===== config.mk =====
export PLATFORM = sky130hd
export DESIGN_NAME = source_map_mapping_encoder
export DESIGN_NICKNAME = d
export VERILOG_FILES = /design/src/hw/rtl/smme_pkg.sv /design/src/hw/rtl/smme_vlq.sv /design/src/hw/rtl/source_map_mapping_encoder.sv
export SDC_FILE = /design/constraint.sdc
export NUM_CORES = 1
export LEC_CHECK = 0
export BUFFER_PORTS_ARGS = -buffer_cell sky130_fd_sc_hd__buf_2
export CAP_MARGIN = 25
export CORE_UTILIZATION = 60
export CTS_CLUSTER_SIZE = 16
export DETAILED_ROUTE_END_ITERATION = 8
export PLACE_DENSITY = 0.81
export SYNTH_ARGS = -nofsm -noshare
export SYNTH_HDL_FRONTEND = slang
export SYNTH_SLANG_ARGS = --single-unit

===== constraint.sdc =====
create_clock -name clk_i -period 8.2 [get_ports clk_i]
set_input_delay 1.23 -clock clk_i [delete_from_list [all_inputs] [get_ports clk_i]]
set_output_delay 1.23 -clock clk_i [all_outputs]
set_load 0.05 [all_outputs]

===== src/hw/rtl/smme_pkg.sv =====
package smme_pkg;

  localparam int unsigned FILE_BITS = 10;
  localparam int unsigned CHAR_BITS = 7;
  localparam int unsigned REP_BITS  = 24;
  localparam int unsigned DIGIT_BITS = 5;

  localparam logic [CHAR_BITS-1:0] CHAR_SEMI  = 7'h3B;
  localparam logic [CHAR_BITS-1:0] CHAR_COMMA = 7'h2C;

  typedef enum logic [4:0] {
    ST_IDLE = 5'b00001,
    ST_SEP  = 5'b00010,
    ST_LOAD = 5'b00100,
    ST_EMIT = 5'b01000,
    ST_DONE = 5'b10000
  } state_e;

  typedef enum logic [1:0] {
    FLD_GEN_COL = 2'd0,
    FLD_FILE    = 2'd1,
    FLD_SRC_LN  = 2'd2,
    FLD_SRC_COL = 2'd3
  } field_e;

  // base64 alphabet, index includes the continuation bit
  function automatic logic [CHAR_BITS-1:0] b64_char(input logic [DIGIT_BITS:0] idx);
    logic [CHAR_BITS-1:0] ix;
    ix = {1'b0, idx};
    if (idx < 6'd26) begin
      b64_char = ix + 7'd65;
    end else if (idx < 6'd52) begin
      b64_char = ix + 7'd71;
    end else if (idx < 6'd62) begin
      b64_char = ix - 7'd4;
    end else if (idx == 6'd62) begin
      b64_char = 7'h2B;
    end else begin
      b64_char = 7'h2F;
    end
  endfunction

endpackage


===== src/hw/rtl/smme_vlq.sv =====
// Shared delta unit: magnitude/sign of cur - prev, then a 5-bit group shifter.
module smme_vlq #(
  parameter int unsigned OP_BITS = 24
) (
  input  logic               clk_i,
  input  logic               rst_ni,
  input  logic [OP_BITS-1:0] cur_i,
  input  logic [OP_BITS-1:0] prev_i,
  input  logic               load_i,
  input  logic               shift_i,
  output logic [OP_BITS-1:0] diff_o,
  output logic               lt_o,
  output logic [smme_pkg::DIGIT_BITS:0] digit_o,
  output logic               more_o
);

  localparam int unsigned VBits = OP_BITS + 1;

  logic [VBits-1:0] v_q, v_d;

  assign lt_o   = cur_i < prev_i;
  assign diff_o = lt_o ? (prev_i - cur_i) : (cur_i - prev_i);

  assign more_o  = |v_q[VBits-1:smme_pkg::DIGIT_BITS];
  assign digit_o = {more_o, v_q[smme_pkg::DIGIT_BITS-1:0]};

  always_comb begin
    v_d = v_q;
    if (load_i) begin
      v_d = {diff_o, lt_o};
    end else if (shift_i) begin
      v_d = v_q >> smme_pkg::DIGIT_BITS;
    end
  end

  always_ff @(posedge clk_i or negedge rst_ni) begin
    if (!rst_ni) begin
      v_q <= '0;
    end else begin
      v_q <= v_d;
    end
  end

endmodule


===== src/hw/rtl/source_map_mapping_encoder.sv =====
// Channel  | handshake                  | payload
// input    | in_valid_i / in_stall_o    | start_new_i, gen_line_i, gen_column_i,
//          |                            | src_file_i, src_line_i, src_column_i
// output   | out_valid_o / out_stall_i  | out_char_o, repeat_count_o, last_char_o
//
// One mapping runs from acceptance through a separator decision, a load of the shared
// unit for each field, one emitted character per VLQ group and a closing state before
// the next acceptance. At default widths a mapping has 4 to 16 VLQ characters; a
// separator goes out from the decision state without a state of its own.
// The shared delta/shift unit handles one VLQ group per cycle unless the output
// stalls. in_stall_o is high whenever the sequencer is not idle, through the closing
// state after the last character; rst_ni clears the previous values and sets the
// first-mapping flag. A stalled output holds the sequencer.
module source_map_mapping_encoder #(
  parameter int unsigned LINE_BITS   = 24,
  parameter int unsigned COLUMN_BITS = 16
) (
  input  logic                   clk_i,
  input  logic                   rst_ni,
  input  logic                   in_valid_i,
  output logic                   in_stall_o,
  input  logic                   start_new_i,
  input  logic [LINE_BITS-1:0]   gen_line_i,
  input  logic [COLUMN_BITS-1:0] gen_column_i,
  input  logic [smme_pkg::FILE_BITS-1:0] src_file_i,
  input  logic [LINE_BITS-1:0]   src_line_i,
  input  logic [COLUMN_BITS-1:0] src_column_i,
  output logic                   out_valid_o,
  input  logic                   out_stall_i,
  output logic [smme_pkg::CHAR_BITS-1:0] out_char_o,
  output logic [smme_pkg::REP_BITS-1:0]  repeat_count_o,
  output logic                   last_char_o
);

  localparam int unsigned MaxLc  = (LINE_BITS > COLUMN_BITS) ? LINE_BITS : COLUMN_BITS;
  localparam int unsigned OpBits = (MaxLc > smme_pkg::FILE_BITS) ? MaxLc
                                                                 : smme_pkg::FILE_BITS;

  smme_pkg::state_e state_q, state_d;
  smme_pkg::field_e fld_q, fld_d;

  logic [LINE_BITS-1:0]   gline_q, gline_d, sline_q, sline_d;
  logic [COLUMN_BITS-1:0] gcol_q, gcol_d, scol_q, scol_d;
  logic [smme_pkg::FILE_BITS-1:0] file_q, file_d;

  logic [LINE_BITS-1:0]   p_gline_q, p_gline_d, p_sline_q, p_sline_d;
  logic [COLUMN_BITS-1:0] p_gcol_q, p_gcol_d, p_scol_q, p_scol_d;
  logic [smme_pkg::FILE_BITS-1:0] p_file_q, p_file_d;
  logic first_q, first_d;

  logic                          ovalid_q, ovalid_d;
  logic [smme_pkg::CHAR_BITS-1:0] ochar_q, ochar_d;
  logic [smme_pkg::REP_BITS-1:0]  orep_q, orep_d;
  logic                          olast_q, olast_d;

  logic [OpBits-1:0] op_cur, op_prev, diff;
  logic              lt, more, load, shift;
  logic [smme_pkg::DIGIT_BITS:0] digit;
  logic [OpBits+smme_pkg::REP_BITS-1:0] diff_ext;

  logic accept, out_free, emit;

  smme_vlq #(
    .OP_BITS(OpBits)
  ) u_vlq (
    .clk_i   (clk_i),
    .rst_ni  (rst_ni),
    .cur_i   (op_cur),
    .prev_i  (op_prev),
    .load_i  (load),
    .shift_i (shift),
    .diff_o  (diff),
    .lt_o    (lt),
    .digit_o (digit),
    .more_o  (more)
  );

  assign in_stall_o = (state_q != smme_pkg::ST_IDLE);
  assign accept     = in_valid_i && !in_stall_o;
  assign out_free   = !ovalid_q || !out_stall_i;
  assign diff_ext   = {{smme_pkg::REP_BITS{1'b0}}, diff};

  // operand select for the shared unit
  always_comb begin
    op_cur  = '0;
    op_prev = '0;
    if (state_q == smme_pkg::ST_SEP) begin
      op_cur  = OpBits'(gline_q);
      op_prev = OpBits'(p_gline_q);
    end else begin
      unique case (fld_q)
        smme_pkg::FLD_GEN_COL: begin
          op_cur  = OpBits'(gcol_q);
          op_prev = OpBits'(p_gcol_q);
        end
        smme_pkg::FLD_FILE: begin
          op_cur  = OpBits'(file_q);
          op_prev = OpBits'(p_file_q);
        end
        smme_pkg::FLD_SRC_LN: begin
          op_cur  = OpBits'(sline_q);
          op_prev = OpBits'(p_sline_q);
        end
        smme_pkg::FLD_SRC_COL: begin
          op_cur  = OpBits'(scol_q);
          op_prev = OpBits'(p_scol_q);
        end
        default: begin
          op_cur  = '0;
          op_prev = '0;
        end
      endcase
    end
  end

  always_comb begin
    state_d   = state_q;
    fld_d     = fld_q;
    gline_d   = gline_q;
    gcol_d    = gcol_q;
    file_d    = file_q;
    sline_d   = sline_q;
    scol_d    = scol_q;
    p_gline_d = p_gline_q;
    p_gcol_d  = p_gcol_q;
    p_file_d  = p_file_q;
    p_sline_d = p_sline_q;
    p_scol_d  = p_scol_q;
    first_d   = first_q;
    ochar_d   = ochar_q;
    orep_d    = orep_q;
    olast_d   = olast_q;
    emit      = 1'b0;
    load      = 1'b0;
    shift     = 1'b0;

    unique case (state_q)
      smme_pkg::ST_IDLE: begin
        if (accept) begin
          gline_d = gen_line_i;
          gcol_d  = gen_column_i;
          file_d  = src_file_i;
          sline_d = src_line_i;
          scol_d  = src_column_i;
          if (start_new_i) begin
            p_gline_d = '0;
            p_gcol_d  = '0;
            p_file_d  = '0;
            p_sline_d = '0;
            p_scol_d  = '0;
            first_d   = 1'b1;
          end
          state_d = smme_pkg::ST_SEP;
        end
      end
      smme_pkg::ST_SEP: begin
        if (diff != '0) begin
          if (!lt) begin
            // line rise: semicolon run
            if (out_free) begin
              emit      = 1'b1;
              ochar_d   = smme_pkg::CHAR_SEMI;
              orep_d    = diff_ext[smme_pkg::REP_BITS-1:0];
              olast_d   = 1'b0;
              p_gline_d = gline_q;
              p_gcol_d  = '0;
              fld_d     = smme_pkg::FLD_GEN_COL;
              state_d   = smme_pkg::ST_LOAD;
            end
          end else begin
            p_gcol_d = '0;
            fld_d    = smme_pkg::FLD_GEN_COL;
            state_d  = smme_pkg::ST_LOAD;
          end
        end else if (!first_q) begin
          if (out_free) begin
            emit    = 1'b1;
            ochar_d = smme_pkg::CHAR_COMMA;
            orep_d  = smme_pkg::REP_BITS'(1);
            olast_d = 1'b0;
            fld_d   = smme_pkg::FLD_GEN_COL;
            state_d = smme_pkg::ST_LOAD;
          end
        end else begin
          fld_d   = smme_pkg::FLD_GEN_COL;
          state_d = smme_pkg::ST_LOAD;
        end
      end
      smme_pkg::ST_LOAD: begin
        load = 1'b1;
        unique case (fld_q)
          smme_pkg::FLD_GEN_COL: p_gcol_d  = gcol_q;
          smme_pkg::FLD_FILE:    p_file_d  = file_q;
          smme_pkg::FLD_SRC_LN:  p_sline_d = sline_q;
          smme_pkg::FLD_SRC_COL: p_scol_d  = scol_q;
          default:               p_gcol_d  = p_gcol_q;
        endcase
        state_d = smme_pkg::ST_EMIT;
      end
      smme_pkg::ST_EMIT: begin
        if (out_free) begin
          emit    = 1'b1;
          shift   = 1'b1;
          ochar_d = smme_pkg::b64_char(digit);
          orep_d  = smme_pkg::REP_BITS'(1);
          olast_d = 1'b0;
          if (!more) begin
            if (fld_q == smme_pkg::FLD_SRC_COL) begin
              olast_d = 1'b1;
              state_d = smme_pkg::ST_DONE;
            end else begin
              fld_d   = smme_pkg::field_e'(fld_q + 2'd1);
              state_d = smme_pkg::ST_LOAD;
            end
          end
        end
      end
      smme_pkg::ST_DONE: begin
        first_d = 1'b0;
        state_d = smme_pkg::ST_IDLE;
      end
      default: begin
        state_d = smme_pkg::ST_IDLE;
      end
    endcase
  end

  always_comb begin
    if (emit) begin
      ovalid_d = 1'b1;
    end else if (out_stall_i) begin
      ovalid_d = ovalid_q;
    end else begin
      ovalid_d = 1'b0;
    end
  end

  always_ff @(posedge clk_i or negedge rst_ni) begin
    if (!rst_ni) begin
      state_q   <= smme_pkg::ST_IDLE;
      fld_q     <= smme_pkg::FLD_GEN_COL;
      p_gline_q <= '0;
      p_gcol_q  <= '0;
      p_file_q  <= '0;
      p_sline_q <= '0;
      p_scol_q  <= '0;
      first_q   <= 1'b1;
      ovalid_q  <= 1'b0;
    end else begin
      state_q   <= state_d;
      fld_q     <= fld_d;
      p_gline_q <= p_gline_d;
      p_gcol_q  <= p_gcol_d;
      p_file_q  <= p_file_d;
      p_sline_q <= p_sline_d;
      p_scol_q  <= p_scol_d;
      first_q   <= first_d;
      ovalid_q  <= ovalid_d;
    end
  end

  always_ff @(posedge clk_i) begin
    gline_q <= gline_d;
    gcol_q  <= gcol_d;
    file_q  <= file_d;
    sline_q <= sline_d;
    scol_q  <= scol_d;
    ochar_q <= ochar_d;
    orep_q  <= orep_d;
    olast_q <= olast_d;
  end

  assign out_valid_o    = ovalid_q;
  assign out_char_o     = ochar_q;
  assign repeat_count_o = orep_q;
  assign last_char_o    = olast_q;

endmodule


==> summary by stage, run 1 <==
Routing
The pre-antenna-repair detailed-routing pass consisted of 8 iterations. The detail route stage leaves a number of antenna-violating nets equal to 0. The detailed router placed 11300 vias in this run. The detailed router finished its first iteration with roughly 1100 violations. The ratio of routed vias to standard cells is between 6 and 7. Dividing the detail-routed wire length by the instance count gives roughly 20 um. The routed design has approximately 36000 um of wire.

For this run, design rule violations remaining after detail routing come to 0.

Power
The largest voltage drop on the vdd net is 0.238 mV. Overall power consumption after layout is estimated at 7.55 mW. Summed over all cells, the static leakage comes to about 6.5 nW. Power spread over the standard cell area amounts to 488 nW/um^2.

Setup path
The worst setup path is of the reg2reg kind. In this run the critical register-to-register path is launched from fld_q[0]$_DFFE_PN0P_. The worst-path maximum fanout is 50.

Data on the critical path arrives at its endpoint at 7150 ps. The worst setup path is launched from a flip-flop. The kind of cell with the highest combined delay on the critical path is compound AO/OA/AOI/OAI gates. For this run, the slowest stage of the critical path takes 660 ps. The launch point of the worst path is fld_q[0]$_DFFE_PN0P_. The critical path ends at repeat_count_o[20]$_DFFE_PP_. Among all stages on the critical path, the largest delay is contributed by sky130_fd_sc_hd__ha_1. The worst register-to-register path ends at repeat_count_o[20]$_DFFE_PP_. The endpoint type of the worst setup path is a flip-flop. The depth of the critical timing path with buffers and inverters included is 20. Traced cell by cell, the critical path runs through inv_1 -> ha_1 -> inv_1 -> buf_4 -> o21ai_0 -> nand2_1 -> o21a_1 -> ha_1 -> a21oi_1 -> o21ai_1 -> o211ai_2 -> a21o_1 -> nand2_2 -> o311ai_1 -> nand2_1 -> nand4bb_1 -> nor4b_4 -> mux2_2 -> a21oi_2 -> buf_4.

The combined buffer and inverter count along the critical path is 4. Measured in cells, the most critical reg-to-reg path has a length of 20. The minimum setup slack among reg-to-reg paths is approximately 1300 ps. The required time at the worst-slack endpoint is 8400 ps.

Floorplanning
The die height is 153 um. The overall die area is 23400 sq um. The die extent in x is 153 um. For this design the top-level I/O count stands at 129. The initial utilization of the core area, before any placement, comes to 0.620. The row count is 54. The placeable core region is 22100 sq um.

Logic synthesis
The share of the synthesized area in the top cell type is 0.267. The commonest register cell after synthesis is sky130_fd_sc_hd__edfxtp_1. The cell type with the highest aggregate area in the netlist is sky130_fd_sc_hd__edfxtp_1. The Yosys step of the flow raised 0 warnings. The number of flops mapped to enable cells by yosys is between 100 and 150. Each instance of the synthesized netlist takes up on average 10.1 sq um. The post-synthesis async set-or-reset flop share is 0.504. The synthesized design contains 246 register bits.

Synthesis instantiated 86 different standard cells from the library. The mapped netlist covers about 14000 sq um. The share of the Yosys chip area taken by registers is 0.494.

The number of nets handed over by synthesis was 1509. The number of instances in the synthesized netlist is 1356. In the post-synthesis netlist, the biggest area contributors are sky130_fd_sc_hd__edfxtp_1 27%, sky130_fd_sc_hd__dfrtp_1 22%, sky130_fd_sc_hd__ha_1 5.1%, sky130_fd_sc_hd__nand2_1 4.8%, sky130_fd_sc_hd__o21ai_0 4.0%.

Timing
The worst slew margin relative to its limit is 0.321. The number of setup violations in the final report is 0. The max-slew violation count is 0. The transition at the pin with the smallest max-transition slack is 1020 ps. Setup repair after global routing left no endpoint under its margin.

The final sum of negative setup slack is 0 ps. Between clock sinks in the finished design, the worst skew comes to 20.0 ps. The achievable frequency is 144 MHz. The number of hold violations in the final report was 0.

The post-route minimum period is 6950 ps. Of the available clock period, the critical path in the final layout requires 0.847.

Cells and area
The area growth from synthesis to layout is 12.9%. 0 antenna diodes ended up in the layout. In the final design database the tool counted 1605 nets.

Counting the fill cells in the layout gives 1699. Of the cells placed in the final design, the portion with a size suffix greater than 1 is 0.149. The sequential cells in the finished layout cover a total of 6770 sq um.

In the final layout, the multi-input gates occupy 6240 sq um.

Clock network
The setup fix buffers added after clock tree synthesis is 0. The clock latency on the worst-skew pair is between 500 and 600 ps. The number of buffers inserted by hold repair at cts is 0.

The total number of clock tree sinks is ~250. The number of clock buffers added by TritonCTS is 26. The deepest level of the CTS H-tree is 1. Clock-pin slew was measured on the worst setup and hold paths at about 70 ps.

The maximum clock insertion buffer count is 3. The tree is rooted in a sky130_fd_sc_hd__clkbuf_16. The post-cts gate resize count is 0.

TritonCTS built the clock tree.

Status
The run finished with clean final reports.

Hold path
Along the worst hold path, the cell count comes to 1. In this run the worst hold path is classified as reg2reg.

Global route
For this run, the total global-route usage over all layers was measured as 0.306. The total global routing overflow is 0. Entering global routing, the biggest net connects 75 pins.

The initial antenna violation count is 0. The first global-routing pass estimated 57200 um of wire. The via count of the first global-routing pass is roughly 11000.

Run
The number of max-cap violations is 0.

Place
Routability-driven placement finished with a final weighted congestion of 0.980. The number of input and output port buffers inserted is between 100 and 150. The total half-perimeter wirelength after legalization and detailed placement is 25600 um.
-- metrics by stage --
step | worst slack [ps] | util | cell area (sq um) | instances | hold WS [ps]
4_1_cts | 1310 | 0.700 | 15500 | 1751 | 496
3_3_place_gp | 1460 | 0.656 | 14500 | 1701 | 483
3_5_place_dp | 1320 | 0.657 | 14500 | 1703 | 481
2_1_floorplan | 1870 | - | 13700 | 1356 | 466
5_1_grt | 884 | 0.700 | 15500 | 1752 | 514
6_report | 1250 | 0.700 | 15500 | 1752 | 498
-- power breakdown --
part	leakage (nW)	internal [mW]	switching, mW	total, mW
clock	0.452	0.765	0.491	1.26
sequential	2.77	1.88	0.271	2.15
combinational	3.30	1.42	2.73	4.14
total	6.52	4.06	3.49	7.55
-- cell families (layout without fill, tap and decap cells) --
logic type                 after synthesis  after routing  synth area share
xor gates and xnor gates                24             24            0.0153
and+or+nand+nor                        356            356             0.122
AOI/OAI and AO/OA                      442            442             0.221
DFF                                    246            246             0.494
muxes                                   55             55            0.0404
buffers and inverters                  175            291            0.0522
adders and majority gates               58             58            0.0541
-- placed cells by master, fill, tap and decap left out, types with 10 or more instances in the layout --
cell type and count:
sky130_fd_sc_hd__a211oi_1 12, sky130_fd_sc_hd__a21o_1 16, sky130_fd_sc_hd__a21oi_1 77, sky130_fd_sc_hd__a222oi_1 20, sky130_fd_sc_hd__a22o_1 56, sky130_fd_sc_hd__a22oi_1 42
sky130_fd_sc_hd__and2_1 11, sky130_fd_sc_hd__buf_2 127, sky130_fd_sc_hd__buf_4 24, sky130_fd_sc_hd__clkbuf_16 27, sky130_fd_sc_hd__dfrtp_1 122, sky130_fd_sc_hd__edfxtp_1 122
sky130_fd_sc_hd__ha_1 56, sky130_fd_sc_hd__inv_1 90, sky130_fd_sc_hd__mux2i_1 53, sky130_fd_sc_hd__nand2_1 176, sky130_fd_sc_hd__nand2b_1 10, sky130_fd_sc_hd__nand3_1 17
sky130_fd_sc_hd__nand4_1 17, sky130_fd_sc_hd__nor2_1 55, sky130_fd_sc_hd__nor3_1 13, sky130_fd_sc_hd__o211ai_1 16, sky130_fd_sc_hd__o21a_1 15, sky130_fd_sc_hd__o21ai_0 110
sky130_fd_sc_hd__xnor2_1 19
-- layer usage --
layer  share of wire  global-route usage
met3           0.074              0.0408
met1            0.42               0.427
met2            0.48               0.502
met4           0.025              0.0904
met5               0                   0
-- worst min path at each step --
stage                                   start                        end  slack (ps)
finish                    scol_q[7]$_DFFE_PP_    p_scol_q[7]$_DFFE_PN0P_         500
global route        p_sline_q[15]$_DFFE_PN0P_  p_sline_q[15]$_DFFE_PN0P_         510
CTS                       scol_q[7]$_DFFE_PP_    p_scol_q[7]$_DFFE_PN0P_         500
detailed placement    p_file_q[0]$_DFFE_PN0P_    p_file_q[0]$_DFFE_PN0P_         480
global placement     p_sline_q[9]$_DFFE_PN0P_   p_sline_q[9]$_DFFE_PN0P_         480
floorplan             p_file_q[0]$_DFFE_PN0P_    p_file_q[0]$_DFFE_PN0P_         470
-- flip-flops by register name (all words and copies together) (netlist names) --
| register | flops |
|---|---|
| out_char_o | 7 |
| last_char_o | 1 |
| fld_q | 2 |
| p_sline_q | 24 |
| p_file_q | 10 |
| gline_q | 24 |
| state_q | 5 |
| first_q | 1 |
| p_gline_q | 24 |
| sline_q | 24 |
| scol_q | 16 |
| out_valid_o | 1 |
| gcol_q | 16 |
| u_vlq.v_q | 25 |
| p_gcol_q | 16 |
| repeat_count_o | 24 |
| p_scol_q | 16 |
| file_q | 10 |
-- cell usage after synthesis (all sizes together), types with 14 or more instances --
master and n:
a21o 16, a21oi 78, a222oi 20, a22o 56, a22oi 43, and2 14, buf 23, clkbuf 62
dfrtp 122, edfxtp 122, ha 56, inv 90, mux2i 53, nand2 178, nand3 17, nand4 17
nor2 57, nor3 14, o211ai 17, o21a 15, o21ai 116, xnor2 19
-- cell type report --
type	instances	share of cell area
multi-input cells	935	0.403
inverters	90	0.0218
well taps	280	0.0226
clock buffers	33	0.0477
clock inverters	15	0.0128
repair buffers	153	0.0544
flip-flops and latches	246	0.437
(Power assumes the default switching activity.)
==> inputs of run 2 (changes only) <==
- clock period: 8.2 -> 6.7 ns (I/O delays scaled with it)
==> run 2 against run 1 <==
Net effect:
- total power up 25%
- design area rose by 2.1%
- core utilization grew 1.4 points
==> summary by stage, run 2 (synthesis gave the netlist of run 1 again) <==
Global route
The initial antenna violation count is 0 (unchanged). The via count of the first global-routing pass came to 11000 (+3.2%). The pin count of the biggest net entering global routing was 77 (+2.7%). The global-route wire length before repair is 58800 um (+2.8%). The total global routing overflow was 0 (unchanged).

The overall global routing resource usage is 0.318 (+0.0117).

Place
The total half-perimeter wirelength after legalization and detailed placement was 26900 um (+5.0%). The number of input and output port buffers inserted is 128 (unchanged). The routability congestion estimate from global placement is 0.927 (-5.5%). The count of placed standard cells including taps came to 1734 (+1.8%).

The setup slack at placement came to 125 ps (-1190 ps).

Timing
The least setup slack across all paths after layout came to 512 ps (-740 ps). The post-route minimum period is 6190 ps (-760 ps). The final sum of negative setup slack is 0 ps (unchanged). The minimum hold slack is 490 ps (-8.52 ps). The number of setup violations in the final report came to 0 (unchanged). The worst slew margin relative to its limit was 0.342 (+0.0209). The number of hold violations in the final report is 0 (unchanged).

Setup repair after global routing left no endpoint under its margin. The share of the clock period used by the worst path after layout was 0.924 (+0.0763). The clock tree skew after final layout was 26.3 ps (+6.27 ps). The transition at the pin with the smallest max-transition slack is 984 ps (-32.1 ps). The achievable frequency is 162 MHz (+12%). The max-slew violation count is 0 (unchanged).

Floorplanning
The starting density of the core is 0.620 (unchanged). The row count is 54 (unchanged). The top-level I/O count was 129 (unchanged). The placeable core region was 22100 sq um (unchanged). The die height is 153 um (unchanged). The die extent in x is 153 um (unchanged). The overall die area came to 23400 sq um (unchanged).

Cells and area
The net count of the finished layout is 1639 (+2.1%). The register area is 6770 sq um (unchanged). The final instance count without filler cells was 1786 (+1.9%). Leaving out fill and tap cells, the most frequent cells in the layout are 176 x sky130_fd_sc_hd__nand2_1, 127 x sky130_fd_sc_hd__buf_2, 122 x sky130_fd_sc_hd__edfxtp_1, 122 x sky130_fd_sc_hd__dfrtp_1, 110 x sky130_fd_sc_hd__o21ai_0.

The register with the highest flop count is u_vlq.v_q. The number of antenna repair diodes is 0 (unchanged). The number of filler instances in the final layout was 1640 (-3.5%). The flip-flop count of the largest register, all copies and words added is 25 (unchanged). The ratio of cells with drive above 1 in the final layout was 0.169 (+0.0199). The library cell used most frequently in the layout, excluding fill and tap cells, is sky130_fd_sc_hd__nand2_1. The area added between synthesis and finish is 15.3%. The area of combinational cells with multiple inputs is 6250 sq um (+0.26%).

Clock network
The number of clock buffers inserted by TritonCTS is 26 (unchanged). The clock input transition at the sequential cells of the worst setup and hold paths is 60 ps (about the same). The total number of clock tree sinks is 246 (unchanged). The clock latency on the worst-skew pair is 540 ps (about the same). The maximum clock insertion buffer count is 3 (unchanged). The master cell of the clock root buffer is sky130_fd_sc_hd__clkbuf_16. The deepest level of the CTS H-tree was 1 (unchanged). The number of buffers inserted by hold repair at cts is 0 (unchanged). TritonCTS built the clock tree.

Power
The total power of the final layout was 9.47 mW (+25%). The largest voltage drop on the vdd net came to 0.335 mV (+41%). The leakage power total is 6.69 nW (+2.5%).

The power per standard cell area was 599 nW/um^2 (+23%).

Routing
The remaining number of nets flagged by the antenna check after routing is 0 (unchanged). The average wire length per cell after detail routing is 20.9 um (+2.2%). The detailed-route DRC error count is 0 (unchanged).

The DRC marker count from the first detailed-route iteration is 948 (-15%). The total number of vias is 11400 (+1.2%). The length of the first detailed-routing pass in iterations was 8 (unchanged).

The final wirelength was 37400 um (+4.2%). The ratio of routed vias to standard cells is 6.39 (-0.70%).

Setup path
STA classifies the critical path startpoint as a flip-flop. The required time at the worst-slack endpoint came to 6950 ps (-1450 ps). The minimum setup slack among reg-to-reg paths is 510 ps (-740 ps). The endpoint arrival time on the critical path was 6440 ps (-710 ps).

By startpoint and endpoint, the worst setup path is classified as reg2reg. STA classifies the critical path endpoint as a flip-flop. The worst-path maximum fanout is 23 (-54%).

Run
The number of max-cap violations is 0 (unchanged).

Hold path
The path class of the lowest-slack min-delay path is in2async.

Status
The flow ran to the end, and the final reports show no timing, DRC or antenna violations.
[run 2: final timing paths]
kind,start,end,cells after the start
max reg2reg,fld_q[0]$_DFFE_PN0P_,out_char_o[0]$_DFFE_PP_,22
min,rst_ni,state_q[3]$_DFFE_PN0P_,1
max in group asynchronous,rst_ni,p_gline_q[13]$_DFFE_PN0P_,3
max,fld_q[0]$_DFFE_PN0P_,out_char_o[0]$_DFFE_PP_,22
min reg2reg,gcol_q[11]$_DFFE_PP_,p_gcol_q[11]$_DFFE_PN0P_,2
min in group clk_i,gcol_q[11]$_DFFE_PP_,p_gcol_q[11]$_DFFE_PN0P_,2
[run 2: where the power goes]
part           leakage, nW  switching [mW]  total [mW]  internal, mW
Combinational         3.50            3.44        5.38          1.93
Sequential            2.77           0.342        2.63          2.29
Clock                0.422           0.589        1.46         0.869
[run 2: through the flow]
step | cell area (sq um) | util
after floorplan | 13700 | -
after global placement | 14800 | 0.670
after detailed placement | 14800 | 0.671
after CTS | 15700 | 0.711
after global routing | 15800 | 0.715
final | 15800 | 0.715
[run 2: final cells by class]
type | count | area share
clock inverters | 13 | 0.0102
clock buffers | 35 | 0.0453
inverters | 90 | 0.0216
repair buffers | 187 | 0.0760
multi-input cells | 935 | 0.396
flip-flops and latches | 246 | 0.429
well taps | 280 | 0.0222
[run 2: routing by layer]
layer,vias up,part of all wire,track usage
li1,5265,-,-
met1,5437,0.43,0.437
met2,623,0.47,0.526
met3,83,0.076,0.0431
met4,0,0.024,0.0976
met5,-,0,0
[run 2: critical path, stage by stage (launching register included)]
cell and delay, ps:
sky130_fd_sc_hd__dfrtp_1 410, sky130_fd_sc_hd__inv_1 160, sky130_fd_sc_hd__ha_2 600, sky130_fd_sc_hd__a222oi_1 220
sky130_fd_sc_hd__nand2_1 110, sky130_fd_sc_hd__o21ai_0 80, sky130_fd_sc_hd__nand2_1 70, sky130_fd_sc_hd__a21boi_0 290
sky130_fd_sc_hd__ha_1 230, sky130_fd_sc_hd__inv_1 60, sky130_fd_sc_hd__fa_1 430, sky130_fd_sc_hd__a21o_1 200
sky130_fd_sc_hd__a311o_1 400, sky130_fd_sc_hd__a21oi_1 240, sky130_fd_sc_hd__nor2_1 100, sky130_fd_sc_hd__o41ai_1 380
sky130_fd_sc_hd__xnor2_1 320, sky130_fd_sc_hd__and2_1 200, sky130_fd_sc_hd__nand4_1 180, sky130_fd_sc_hd__nor4b_4 350
sky130_fd_sc_hd__mux2_2 450, sky130_fd_sc_hd__o31ai_1 210, sky130_fd_sc_hd__buf_4 200
[run 2: timing repair]
item / 4_1_cts / 5_1_grt
buffers inserted: 0 / 2
hold endpoints to repair: 0 / 0
endpoints found under the setup margin: 0 / 79
resized for setup: 0 / 5
